==> src/design/rsc_pkg.sv <==
// ----------------------------------------------------------------------------
// rsc_pkg: shared types and constants of the range scan converter
// Holds the fixed datapath widths, register codes, arctangent table and
// the output rounding and saturation used by the scaling unit.
// ----------------------------------------------------------------------------
package rsc_pkg;

  localparam int XY_W      = 35;  // CORDIC x/y datapath, holds 1.65 * 2^32
  localparam int Z_W       = 32;  // signed angle residual
  localparam int ANGLE_W   = 32;
  localparam int RANGE_W   = 16;
  localparam int COORD_W   = 17;
  localparam int HEIGHT_W  = 16;
  localparam int CFG_IDX_W = 3;
  localparam int CFG_DAT_W = 32;
  localparam int TBL_IDX_W = 5;
  localparam int GAIN_W    = 17;
  localparam int PROD_W    = XY_W + GAIN_W;

  localparam logic signed [GAIN_W-1:0] CORDIC_GAIN = 17'sd39797;
  localparam logic signed [COORD_W-1:0] COORD_MAX = 17'sd65535;
  localparam logic signed [COORD_W-1:0] COORD_MIN = -17'sd65535;

  typedef logic [CFG_IDX_W-1:0] cfg_idx_t;

  localparam cfg_idx_t REG_ANGLE_START   = 3'd0;
  localparam cfg_idx_t REG_ANGLE_STEP    = 3'd1;
  localparam cfg_idx_t REG_RANGE_MIN     = 3'd2;
  localparam cfg_idx_t REG_LAYER_STEP    = 3'd3;

  localparam logic [ANGLE_W-1:0]  ANGLE_START_RST = 32'd2684354560;
  localparam logic [ANGLE_W-1:0]  ANGLE_STEP_RST  = 32'd2982616;
  localparam logic [RANGE_W-1:0]  RANGE_MIN_RST   = 16'd20;
  localparam logic [HEIGHT_W-1:0] LAYER_STEP_RST  = 16'd100;

  // Arctangent of 2^-i in 2^32-per-turn units.
  function automatic logic [Z_W-1:0] atan_turn(input logic [TBL_IDX_W-1:0] idx);
    logic [Z_W-1:0] v;
    case (idx)
      5'd0:    v = 32'h20000000;
      5'd1:    v = 32'h12E4051E;
      5'd2:    v = 32'h09FB385B;
      5'd3:    v = 32'h051111D4;
      5'd4:    v = 32'h028B0D43;
      5'd5:    v = 32'h0145D7E1;
      5'd6:    v = 32'h00A2F61E;
      5'd7:    v = 32'h00517C55;
      5'd8:    v = 32'h0028BE53;
      5'd9:    v = 32'h00145F2F;
      5'd10:   v = 32'h000A2F98;
      5'd11:   v = 32'h000517CC;
      5'd12:   v = 32'h00028BE6;
      5'd13:   v = 32'h000145F3;
      5'd14:   v = 32'h0000A2FA;
      5'd15:   v = 32'h0000517D;
      5'd16:   v = 32'h000028BE;
      5'd17:   v = 32'h0000145F;
      5'd18:   v = 32'h00000A30;
      5'd19:   v = 32'h00000518;
      5'd20:   v = 32'h0000028C;
      5'd21:   v = 32'h00000146;
      5'd22:   v = 32'h000000A3;
      5'd23:   v = 32'h00000051;
      default: v = '0;
    endcase
    return v;
  endfunction

  // Round half up at bit 32, then clamp to the symmetric coordinate range.
  function automatic logic signed [COORD_W-1:0] round_sat(
    input logic signed [PROD_W-1:0] p
  );
    logic signed [PROD_W-1:0] rnd;
    logic signed [PROD_W-33:0] q;
    logic signed [COORD_W-1:0] r;
    rnd = p + PROD_W'(64'sd2147483648);
    q   = rnd[PROD_W-1:32];
    if (q > (PROD_W-32)'(COORD_MAX)) begin
      r = COORD_MAX;
    end else if (q < (PROD_W-32)'(COORD_MIN)) begin
      r = COORD_MIN;
    end else begin
      r = q[COORD_W-1:0];
    end
    return r;
  endfunction

endpackage

==> src/design/rsc_in_if.sv <==
// ----------------------------------------------------------------------------
// rsc_in_if: range sample channel
// Valid/ready channel carrying one range sample and its end-of-scan flag.
// ----------------------------------------------------------------------------
interface rsc_in_if import rsc_pkg::*; ();
  logic               valid;
  logic               ready;
  logic [RANGE_W-1:0] range_mm;
  logic               scan_end;

  modport source (output valid, output range_mm, output scan_end, input ready);
  modport sink   (input valid, input range_mm, input scan_end, output ready);
endinterface

==> src/design/rsc_out_if.sv <==
// ----------------------------------------------------------------------------
// rsc_out_if: point channel
// Valid/ready channel carrying one Cartesian point per range sample.
// ----------------------------------------------------------------------------
interface rsc_out_if import rsc_pkg::*; ();
  logic                       valid;
  logic                       ready;
  logic                       kept;
  logic signed [COORD_W-1:0]  x_mm;
  logic signed [COORD_W-1:0]  y_mm;
  logic [HEIGHT_W-1:0]        z_mm;
  logic                       last_of_scan;

  modport source (output valid, output kept, output x_mm, output y_mm,
                  output z_mm, output last_of_scan, input ready);
  modport sink   (input valid, input kept, input x_mm, input y_mm,
                  input z_mm, input last_of_scan, output ready);
endinterface

==> src/design/rsc_cfg_if.sv <==
// ----------------------------------------------------------------------------
// rsc_cfg_if: register write channel
// Valid/ready channel carrying a register index and write data.
// ----------------------------------------------------------------------------
interface rsc_cfg_if import rsc_pkg::*; ();
  logic                 valid;
  logic                 ready;
  logic [CFG_IDX_W-1:0] index;
  logic [CFG_DAT_W-1:0] data;

  modport source (output valid, output index, output data, input ready);
  modport sink   (input valid, input index, input data, output ready);
endinterface

==> src/design/rsc_cordic.sv <==
// ----------------------------------------------------------------------------
// rsc_cordic: iterative rotation-mode CORDIC
// Quarter-turn pre-rotation, then one micro-rotation per cycle through a
// single shared add/subtract and barrel-shift stage.
// ----------------------------------------------------------------------------
module rsc_cordic import rsc_pkg::*; #(
  parameter int ITERATIONS = 16
) (
  input  logic                     clk,
  input  logic                     rst_n,
  input  logic                     start,
  input  logic [RANGE_W-1:0]       range_in,
  input  logic [ANGLE_W-1:0]       angle_in,
  output logic                     done,
  output logic signed [XY_W-1:0]   x_out,
  output logic signed [XY_W-1:0]   y_out
);

  localparam int CW = (ITERATIONS > 1) ? $clog2(ITERATIONS) : 1;

  logic signed [XY_W-1:0] x_r, y_r, x_nxt, y_nxt;
  logic signed [Z_W-1:0]  z_r, z_nxt;
  logic [CW-1:0]          cnt_r;
  logic                   busy_r;
  logic                   done_r;

  logic [1:0]             quad;
  logic [ANGLE_W-1:0]     angle_bias;
  logic signed [XY_W-1:0] big;
  logic signed [XY_W-1:0] dx, dy;
  logic [Z_W-1:0]         atan_v;

  // Quadrant from the angle rounded to the nearest quarter turn.
  assign angle_bias = angle_in + 32'h20000000;
  assign quad       = angle_bias[ANGLE_W-1:ANGLE_W-2];
  assign big        = signed'({3'b000, range_in, 16'h0000});

  assign dx     = y_r >>> cnt_r;
  assign dy     = x_r >>> cnt_r;
  assign atan_v = atan_turn(TBL_IDX_W'(cnt_r));

  always_comb begin
    if (!z_r[Z_W-1]) begin
      x_nxt = x_r - dx;
      y_nxt = y_r + dy;
      z_nxt = z_r - signed'(atan_v);
    end else begin
      x_nxt = x_r + dx;
      y_nxt = y_r - dy;
      z_nxt = z_r + signed'(atan_v);
    end
  end

  always_ff @(posedge clk) begin
    if (!rst_n) begin
      busy_r <= 1'b0;
      done_r <= 1'b0;
      cnt_r  <= '0;
    end else begin
      done_r <= 1'b0;
      if (start) begin
        busy_r <= 1'b1;
        cnt_r  <= '0;
      end else if (busy_r) begin
        if (cnt_r == CW'(ITERATIONS - 1)) begin
          busy_r <= 1'b0;
          done_r <= 1'b1;
        end else begin
          cnt_r <= cnt_r + 1'b1;
        end
      end
    end
  end

  always_ff @(posedge clk) begin
    if (start) begin
      z_r <= signed'(angle_in - {quad, 30'd0});
      case (quad)
        2'd0: begin
          x_r <= big;
          y_r <= '0;
        end
        2'd1: begin
          x_r <= '0;
          y_r <= big;
        end
        2'd2: begin
          x_r <= -big;
          y_r <= '0;
        end
        default: begin
          x_r <= '0;
          y_r <= -big;
        end
      endcase
    end else if (busy_r) begin
      x_r <= x_nxt;
      y_r <= y_nxt;
      z_r <= z_nxt;
    end
  end

  assign done  = done_r;
  assign x_out = x_r;
  assign y_out = y_r;

endmodule

==> src/design/rsc_scale.sv <==
// ----------------------------------------------------------------------------
// rsc_scale: CORDIC gain correction
// One shared multiplier scales x, then y, by the inverse CORDIC gain and
// rounds and clamps each to a 17-bit coordinate.
// ----------------------------------------------------------------------------
module rsc_scale import rsc_pkg::*; (
  input  logic                      clk,
  input  logic                      rst_n,
  input  logic                      start,
  input  logic signed [XY_W-1:0]    x_in,
  input  logic signed [XY_W-1:0]    y_in,
  output logic                      done,
  output logic signed [COORD_W-1:0] x_out,
  output logic signed [COORD_W-1:0] y_out
);

  logic                      run_r;
  logic                      second_r;
  logic                      done_r;
  logic signed [XY_W-1:0]    y_hold_r;
  logic signed [PROD_W-1:0]  prod_r;
  logic signed [XY_W-1:0]    mul_a;
  logic signed [PROD_W-1:0]  mul_p;
  logic signed [COORD_W-1:0] x_r, y_r;

  assign mul_a = start ? x_in : y_hold_r;
  assign mul_p = PROD_W'(mul_a) * PROD_W'(CORDIC_GAIN);

  always_ff @(posedge clk) begin
    if (!rst_n) begin
      run_r    <= 1'b0;
      second_r <= 1'b0;
      done_r   <= 1'b0;
    end else begin
      done_r <= 1'b0;
      if (start) begin
        run_r    <= 1'b1;
        second_r <= 1'b0;
      end else if (run_r) begin
        if (second_r) begin
          run_r  <= 1'b0;
          done_r <= 1'b1;
        end else begin
          second_r <= 1'b1;
        end
      end
    end
  end

  always_ff @(posedge clk) begin
    if (start) begin
      y_hold_r <= y_in;
      prod_r   <= mul_p;
    end else if (run_r) begin
      if (second_r) begin
        y_r <= round_sat(prod_r);
      end else begin
        x_r    <= round_sat(prod_r);
        prod_r <= mul_p;
      end
    end
  end

  assign done  = done_r;
  assign x_out = x_r;
  assign y_out = y_r;

endmodule

==> src/design/range_scan_to_cartesian_points_unit.sv <==
// ----------------------------------------------------------------------------
// range_scan_to_cartesian_points_unit: range samples to x/y/z points
// Converts each laser range sample at the running beam angle into a point
// with an iterative CORDIC and a gain-correcting multiplier.
// ----------------------------------------------------------------------------
// Path: a kept sample passes from the pending registers through the CORDIC
//   and the gain multiplier to the output register; a dropped sample skips both.
// Samples: a new sample is taken only in idle, after the previous point is
//   loaded into the output register; the single micro-rotation stage is reused.
// Reset: synchronous, active low; registers return to their documented
//   values, beam angle to the angle_start reset value, layer height to zero.
// ----------------------------------------------------------------------------
module range_scan_to_cartesian_points_unit import rsc_pkg::*; #(
  parameter int CORDIC_ITERATIONS = 16,
  parameter int RANGE_BITS        = 16
) (
  input  logic        clk,
  input  logic        rst_n,
  rsc_in_if.sink      in_chan,
  rsc_out_if.source   out_chan,
  rsc_cfg_if.sink     cfg_chan
);

  // Only the low RANGE_BITS bits of a sample carry range.
  localparam int RB_USE = (RANGE_BITS < RANGE_W) ? RANGE_BITS : RANGE_W;
  localparam logic [RANGE_W-1:0] RANGE_MASK = RANGE_W'((33'd1 << RB_USE) - 33'd1);

  typedef enum logic [3:0] {
    S_IDLE  = 4'b0001,
    S_ROT   = 4'b0010,
    S_SCALE = 4'b0100,
    S_OUT   = 4'b1000
  } state_t;

  state_t state_r, state_nxt;

  // Configuration registers.
  logic [ANGLE_W-1:0]  angle_start_r;
  logic [ANGLE_W-1:0]  angle_step_r;
  logic [RANGE_W-1:0]  range_min_r;
  logic [HEIGHT_W-1:0] layer_step_r;

  // Scan state.
  logic [ANGLE_W-1:0]  beam_angle_r;
  logic [HEIGHT_W-1:0] layer_height_r;

  // Fields of the sample in flight.
  logic                pend_kept_r;
  logic [HEIGHT_W-1:0] pend_z_r;
  logic                pend_last_r;
  logic [RANGE_W-1:0]  pend_range_r;
  logic [ANGLE_W-1:0]  pend_angle_r;

  // Output register.
  logic                      out_valid_r;
  logic                      out_kept_r;
  logic signed [COORD_W-1:0] out_x_r;
  logic signed [COORD_W-1:0] out_y_r;
  logic [HEIGHT_W-1:0]       out_z_r;
  logic                      out_last_r;

  logic                in_xfer;
  logic                out_xfer;
  logic                out_load;
  logic [RANGE_W-1:0]  range_eff;
  logic                keep;
  logic [HEIGHT_W:0]   height_sum;

  logic                      rot_busy_seen_r;
  logic                      rot_start;
  logic                      rot_done;
  logic signed [XY_W-1:0]    rot_x, rot_y;
  logic                      scl_done;
  logic signed [COORD_W-1:0] scl_x, scl_y;

  assign in_chan.ready  = (state_r == S_IDLE);
  assign cfg_chan.ready = 1'b1;

  assign in_xfer   = in_chan.valid && in_chan.ready;
  assign out_xfer  = out_valid_r && out_chan.ready;
  assign range_eff = in_chan.range_mm & RANGE_MASK;
  assign keep      = (range_eff >= range_min_r);
  assign height_sum = {1'b0, layer_height_r} + {1'b0, layer_step_r};

  // Output register is free when empty or emptied by this cycle's transfer.
  assign out_load  = (state_r == S_OUT) && (!out_valid_r || out_chan.ready);

  // Kick the CORDIC in the first S_ROT cycle, the cycle after a kept sample lands.
  assign rot_start = (state_r == S_ROT) && !rot_busy_seen_r;

  always_comb begin
    state_nxt = state_r;
    case (state_r)
      S_IDLE: begin
        if (in_xfer) begin
          state_nxt = keep ? S_ROT : S_OUT;
        end
      end
      S_ROT: begin
        if (rot_done) begin
          state_nxt = S_SCALE;
        end
      end
      S_SCALE: begin
        if (scl_done) begin
          state_nxt = S_OUT;
        end
      end
      S_OUT: begin
        if (out_load) begin
          state_nxt = S_IDLE;
        end
      end
      default: state_nxt = S_IDLE;
    endcase
  end

  always_ff @(posedge clk) begin
    if (!rst_n) begin
      state_r         <= S_IDLE;
      rot_busy_seen_r <= 1'b0;
      angle_start_r   <= ANGLE_START_RST;
      angle_step_r    <= ANGLE_STEP_RST;
      range_min_r     <= RANGE_MIN_RST;
      layer_step_r    <= LAYER_STEP_RST;
      beam_angle_r    <= ANGLE_START_RST;
      layer_height_r  <= '0;
      out_valid_r     <= 1'b0;
    end else begin
      state_r         <= state_nxt;
      rot_busy_seen_r <= (state_r == S_ROT);

      // Register writes; unknown indexes are dropped.
      if (cfg_chan.valid && cfg_chan.ready) begin
        case (cfg_chan.index)
          REG_ANGLE_START: angle_start_r <= cfg_chan.data;
          REG_ANGLE_STEP:  angle_step_r  <= cfg_chan.data;
          REG_RANGE_MIN:   range_min_r   <= cfg_chan.data[RANGE_W-1:0];
          REG_LAYER_STEP:  layer_step_r  <= cfg_chan.data[HEIGHT_W-1:0];
          default: ;
        endcase
      end

      // Advance the beam angle on every sample; reload and raise the
      // layer, saturating, at the end of a scan.
      if (in_xfer) begin
        if (in_chan.scan_end) begin
          beam_angle_r   <= angle_start_r;
          layer_height_r <= height_sum[HEIGHT_W] ? {HEIGHT_W{1'b1}}
                                                 : height_sum[HEIGHT_W-1:0];
        end else begin
          beam_angle_r <= beam_angle_r + angle_step_r;
        end
      end

      if (out_load) begin
        out_valid_r <= 1'b1;
      end else if (out_xfer) begin
        out_valid_r <= 1'b0;
      end
    end
  end

  // Capture the sample's fields at its transfer; they hold until output.
  always_ff @(posedge clk) begin
    if (in_xfer) begin
      pend_kept_r  <= keep;
      pend_z_r     <= layer_height_r;
      pend_last_r  <= in_chan.scan_end;
      pend_range_r <= range_eff;
      pend_angle_r <= beam_angle_r;
    end
    if (out_load) begin
      out_kept_r <= pend_kept_r;
      out_x_r    <= pend_kept_r ? scl_x : '0;
      out_y_r    <= pend_kept_r ? scl_y : '0;
      out_z_r    <= pend_z_r;
      out_last_r <= pend_last_r;
    end
  end

  rsc_cordic #(
    .ITERATIONS (CORDIC_ITERATIONS)
  ) u_cordic (
    .clk      (clk),
    .rst_n    (rst_n),
    .start    (rot_start),
    .range_in (pend_range_r),
    .angle_in (pend_angle_r),
    .done     (rot_done),
    .x_out    (rot_x),
    .y_out    (rot_y)
  );

  rsc_scale u_scale (
    .clk   (clk),
    .rst_n (rst_n),
    .start (rot_done),
    .x_in  (rot_x),
    .y_in  (rot_y),
    .done  (scl_done),
    .x_out (scl_x),
    .y_out (scl_y)
  );

  assign out_chan.valid        = out_valid_r;
  assign out_chan.kept         = out_kept_r;
  assign out_chan.x_mm         = out_x_r;
  assign out_chan.y_mm         = out_y_r;
  assign out_chan.z_mm         = out_z_r;
  assign out_chan.last_of_scan = out_last_r;

endmodule

==> src/flat_wrapper.sv <==
// flat-port wrapper written by rule: the top's interface ports become plain ports
module range_scan_to_cartesian_points_unit_flat import rsc_pkg::*;
#(
  parameter int CORDIC_ITERATIONS = 16,
  parameter int RANGE_BITS        = 16
)
  (clk, rst_n, in_chan_valid, in_chan_range_mm, in_chan_scan_end, in_chan_ready, out_chan_valid, out_chan_kept, out_chan_x_mm, out_chan_y_mm, out_chan_z_mm, out_chan_last_of_scan, out_chan_ready, cfg_chan_valid, cfg_chan_index, cfg_chan_data, cfg_chan_ready);
  rsc_in_if in_chan_i ();
  rsc_out_if out_chan_i ();
  rsc_cfg_if cfg_chan_i ();
  input  logic clk;
  input  logic rst_n;
  input wire logic [$bits(in_chan_i.valid)-1:0] in_chan_valid;
  input wire logic [$bits(in_chan_i.range_mm)-1:0] in_chan_range_mm;
  input wire logic [$bits(in_chan_i.scan_end)-1:0] in_chan_scan_end;
  output wire logic [$bits(in_chan_i.ready)-1:0] in_chan_ready;
  output wire logic [$bits(out_chan_i.valid)-1:0] out_chan_valid;
  output wire logic [$bits(out_chan_i.kept)-1:0] out_chan_kept;
  output wire logic [$bits(out_chan_i.x_mm)-1:0] out_chan_x_mm;
  output wire logic [$bits(out_chan_i.y_mm)-1:0] out_chan_y_mm;
  output wire logic [$bits(out_chan_i.z_mm)-1:0] out_chan_z_mm;
  output wire logic [$bits(out_chan_i.last_of_scan)-1:0] out_chan_last_of_scan;
  input wire logic [$bits(out_chan_i.ready)-1:0] out_chan_ready;
  input wire logic [$bits(cfg_chan_i.valid)-1:0] cfg_chan_valid;
  input wire logic [$bits(cfg_chan_i.index)-1:0] cfg_chan_index;
  input wire logic [$bits(cfg_chan_i.data)-1:0] cfg_chan_data;
  output wire logic [$bits(cfg_chan_i.ready)-1:0] cfg_chan_ready;
  assign in_chan_i.valid = in_chan_valid;
  assign in_chan_i.range_mm = in_chan_range_mm;
  assign in_chan_i.scan_end = in_chan_scan_end;
  assign in_chan_ready = in_chan_i.ready;
  assign out_chan_valid = out_chan_i.valid;
  assign out_chan_kept = out_chan_i.kept;
  assign out_chan_x_mm = out_chan_i.x_mm;
  assign out_chan_y_mm = out_chan_i.y_mm;
  assign out_chan_z_mm = out_chan_i.z_mm;
  assign out_chan_last_of_scan = out_chan_i.last_of_scan;
  assign out_chan_i.ready = out_chan_ready;
  assign cfg_chan_i.valid = cfg_chan_valid;
  assign cfg_chan_i.index = cfg_chan_index;
  assign cfg_chan_i.data = cfg_chan_data;
  assign cfg_chan_ready = cfg_chan_i.ready;
  range_scan_to_cartesian_points_unit #(.CORDIC_ITERATIONS(CORDIC_ITERATIONS), .RANGE_BITS(RANGE_BITS)) u_core (.clk(clk), .rst_n(rst_n), .in_chan(in_chan_i), .out_chan(out_chan_i), .cfg_chan(cfg_chan_i));
endmodule
==> config.mk <==
export PLATFORM = sky130hd
export DESIGN_NAME = range_scan_to_cartesian_points_unit_flat
export DESIGN_NICKNAME = d
export VERILOG_FILES = /design/src/design/rsc_pkg.sv /design/src/design/rsc_in_if.sv /design/src/design/rsc_out_if.sv /design/src/design/rsc_cfg_if.sv /design/src/design/rsc_cordic.sv /design/src/design/rsc_scale.sv /design/src/design/range_scan_to_cartesian_points_unit.sv /design/src/flat_wrapper.sv
export SDC_FILE = /design/constraint.sdc
export NUM_CORES = 2
export LEC_CHECK = 0
export ABC_CLOCK_PERIOD_IN_PS = 12400
export BUFFER_PORTS_ARGS = -buffer_cell sky130_fd_sc_hd__buf_2
export CORE_AREA = 2 2 336 338
export DETAILED_ROUTE_END_ITERATION = 8
export DIE_AREA = 0 0 338 340
export PLACE_DENSITY = 0.66
export SYNTH_ARGS = -nofsm -noshare
export SYNTH_HDL_FRONTEND = slang
export SYNTH_HIERARCHICAL = 1
export SYNTH_SLANG_ARGS = --single-unit
export TNS_END_PERCENT = 10
==> constraint.sdc <==
create_clock -name clk -period 12.4 [get_ports clk]
set_input_delay 1.24 -clock clk [delete_from_list [all_inputs] [get_ports clk]]
set_output_delay 1.24 -clock clk [all_outputs]
set_load 0.01 [all_outputs]
==> flow_summary.ini <==
[drt]
vias = 33500
antenna_left = 0
drt_iter0_drc = 2852
firstDrtPassIters = 6
avgViaCountPerCell = 5.50
drc = 0
routed_wire_length_per_instance_um = 18.5
wl_um = 113000

[power_and_ir_drop]
p_leak_nw = 19.8
seqPwrFrac = 0.412
combPwrFrac = 0.253
clkPwrFrac = 0.335
powerDensity_nw_per_um2 = 103
power.total_mw = 4.93
intPower_mw = 3.38
power.switching_mw = 1.55
swShare = 0.314
peakVddDrop_mv = 0.175

[layout]
final_common_cell = nand2_1
instances_no_fill = 6097
layout.nets = 5291
areaGrowthSynthToFinish_pct = 8.10
final_cell_mix = 473 x nand2_1, 451 x inv_1, 438 x ha_1
stdcell_area_um2 = 47700
layout-drive-gt1-share = 0.0935
fillers = 10800
antennaDiodeCount = 0

[floorplan]
die_w_um = 338
design.die.area_um2 = 115000
die_height_um = 340
row_count = 123
start_util = 0.395
io-pin-count = 112
core-area_um2 = 112000

[worst_setup_path]
startpoint = u_core/u_cordic/done
cp.depth = 21
r2r_end = u_core/u_scale/prod_r[51]
slowest_stage = dfxtp_4
path_max_fanout = 44
crit_top_cell = fa_1
path_buf_inv = 5
cp.arrival_ns = 7.89
cp_slowest_stage_delay_ns = 0.71
path_cells = buf_4 > mux2_2 > ha_1 > inv_1 > fa_1 > fa_1 > inv_1 > fa_1 > fa_1 > inv_1 > fa_1 > inv_1 > ha_1 > a21oi_1 > o2111ai_1 > a311o_1 > o32ai_2 > o311a_2 > o21bai_2 > a31o_2 > or3_1
rr_worst_depth = 21
crit_family = adder cells
cp-end-kind = flop
regToRegSetupSlack_ns = 4.86
r2r-start = u_core/u_cordic/done
required_ns = 12.75
timing.critical_path.to = u_core/u_scale/prod_r[51]
critPathKind = reg -> reg
cp-start-kind = flop

[grt]
antenna_found_initial = 2
grt_use_total = 0.193
grt_max_degree = 103
grt_overflow = 0
grt_pass1_vias = 32900
grt_pass1_wl_um = 178000

[yosys]
ys_warn_count = 6
ys_seq_area_frac = 0.297
synth_area_leaders = edfxtp_1 21%, ha_1 12%, fa_1 11%
yosys.area.top_type = edfxtp_1
postSynthNetCount = 5279
synth_top_area_frac = 0.211
ys_ff_latch = 499
synthArstFlopShare = 0
synth_cells = 4541
synth_edf_count = 310
ys.flop_type = edfxtp_1
syn_area_um2 = 44100
syn_avg_cell_area_um2 = 9.72
synth.distinct_cells = 117

[clocking]
clk_latency_ns = 0.66
hold_buffers = 0
clock_path_buffers = 3
root_buffer = clkbuf_16
cts_sinks = 499
cts_tree = yes
cts_setup_buffers = 0
cts_inserted_buffers = 52
htreeDepth = 2
clkTransAtPathRegs_ns = 0.07
cts_resized = 0

[sta]
tns_ns = 0
rsz0062_at_grt = no
fin_worst_skew_ns = 0.0627
fin_crit_ns = 7.54
slew_headroom = 0.215
setup_viol = 0
hold_viol = 0
slew_viol_final = 0
fin_crit_sh = 0.608
fmax_ghz = 0.133
setup_ws_ns = 4.86
worst_slew_pin_slew_ns = 1.18

[placement]
dp.cells = 5999
port_buffers = 110
pre_cts_ws_ns = 4.85
place_area_um2 = 45900
gp_congestion = 0.943
dp_hpwl_um = 86900

[outcome]
status = finished clean

[hold_path]
hold_path_class = reg -> reg
min_from = u_core/pend_z_r[7]

[flow_run]
cap_viol_max_count = 0
synthesized netlist by cell type, drive strengths merged (18+ instances only):
library cell,instances
ha,438
and2,60
mux2i,80
mux2,70
clkbuf,111
mux4,68
nand4,43
or3,18
buf,65
a21oi,317
nor3,73
fa,243
o21bai,25
xnor2,138
nor2,243
nand3,89
dfxtp,189
xor2,160
a31oi,51
a211oi,31
inv,454
a21boi,89
a21o,86
o22ai,33
nand3b,18
edfxtp,310
o21ai,203
o211ai,42
o21a,30
nand2,475
and3,21
nand2b,30
nor2b,36
flip-flops by register name, summed over array words and instances (netlist names), 17 cells and up:
name / cells
u_core/u_cordic/x_out: 35
u_core/u_cordic/y_out: 35
u_core/u_scale/y_hold_r: 35
u_core/angle_start_r: 32
u_core/angle_step_r: 32
u_core/beam_angle_r: 32
u_core/pend_angle_r: 32
u_core/u_cordic/z_r: 32
u_core/u_cordic/atan_v: 30
u_core/u_scale/prod_r: 21
u_core/out_chan.x_mm: 17
u_core/out_chan.y_mm: 17
u_core/u_scale/x_out: 17
u_core/u_scale/y_out: 17
power groups by stage:
stage / registers (mW) / clock network, mW / logic, mW
finish: 2.03 / 1.65 / 1.25
global route: 2.04 / 1.75 / 1.37
CTS: 2.03 / 1.69 / 1.23
detailed placement: 2.06 / 0 / 1.22
global placement: 2.06 / 0 / 1.20
floorplan: 2.03 / 0 / 0.936
kinds of logic after synthesis:
logic type / share of synthesized area
compound gates: 0.152
xor+xnor: 0.0592
fa+ha+maj: 0.234
buf+inv: 0.0596
flops: 0.297
mux: 0.0719
other cells: 0.0000850
simple gates: 0.126
metrics by stage:
stage | hold WS (ns) | utilization
final | 0.418 | 0.427
after global routing | 0.421 | 0.427
after CTS | 0.420 | 0.427
after detailed placement | 0.405 | 0.411
after global placement | 0.402 | 0.411
after floorplan | 0.400 | -
area by class of cell:
cell class / instances / area (um2) / area share
Sequential cell: 499 / 13100 / 0.275
Tap cell: 1500 / 1880 / 0.0394
Clock inverter: 23 / 347 / 0.00727
Timing Repair Buffer: 135 / 741 / 0.0155
Multi-Input combinational cell: 3409 / 28400 / 0.596
Inverter: 456 / 1710 / 0.0359
Clock buffer: 75 / 1470 / 0.0308
how the worst min path moves through the flow:
stage	endpoint	slack, ns	cells after the start
after CTS	u_core/out_chan.z_mm[2]	0.42	0
final	u_core/out_chan.z_mm[7]	0.42	0
after global routing	u_core/out_chan.z_mm[7]	0.42	0
after floorplan	u_core/out_chan.last_of_scan	0.40	0
after global placement	u_core/out_chan.last_of_scan	0.40	0
after detailed placement	u_core/out_chan.z_mm[2]	0.40	0
layer usage:
layer  vias up  share of wire  global-route usage
li1      16100              -                   -
met1     16400           0.46               0.268
met2       896           0.47               0.318
met3       159          0.050              0.0221
met4         0          0.026              0.0518
met5         -              0                   0
Power figures use the tool's default switching activity.
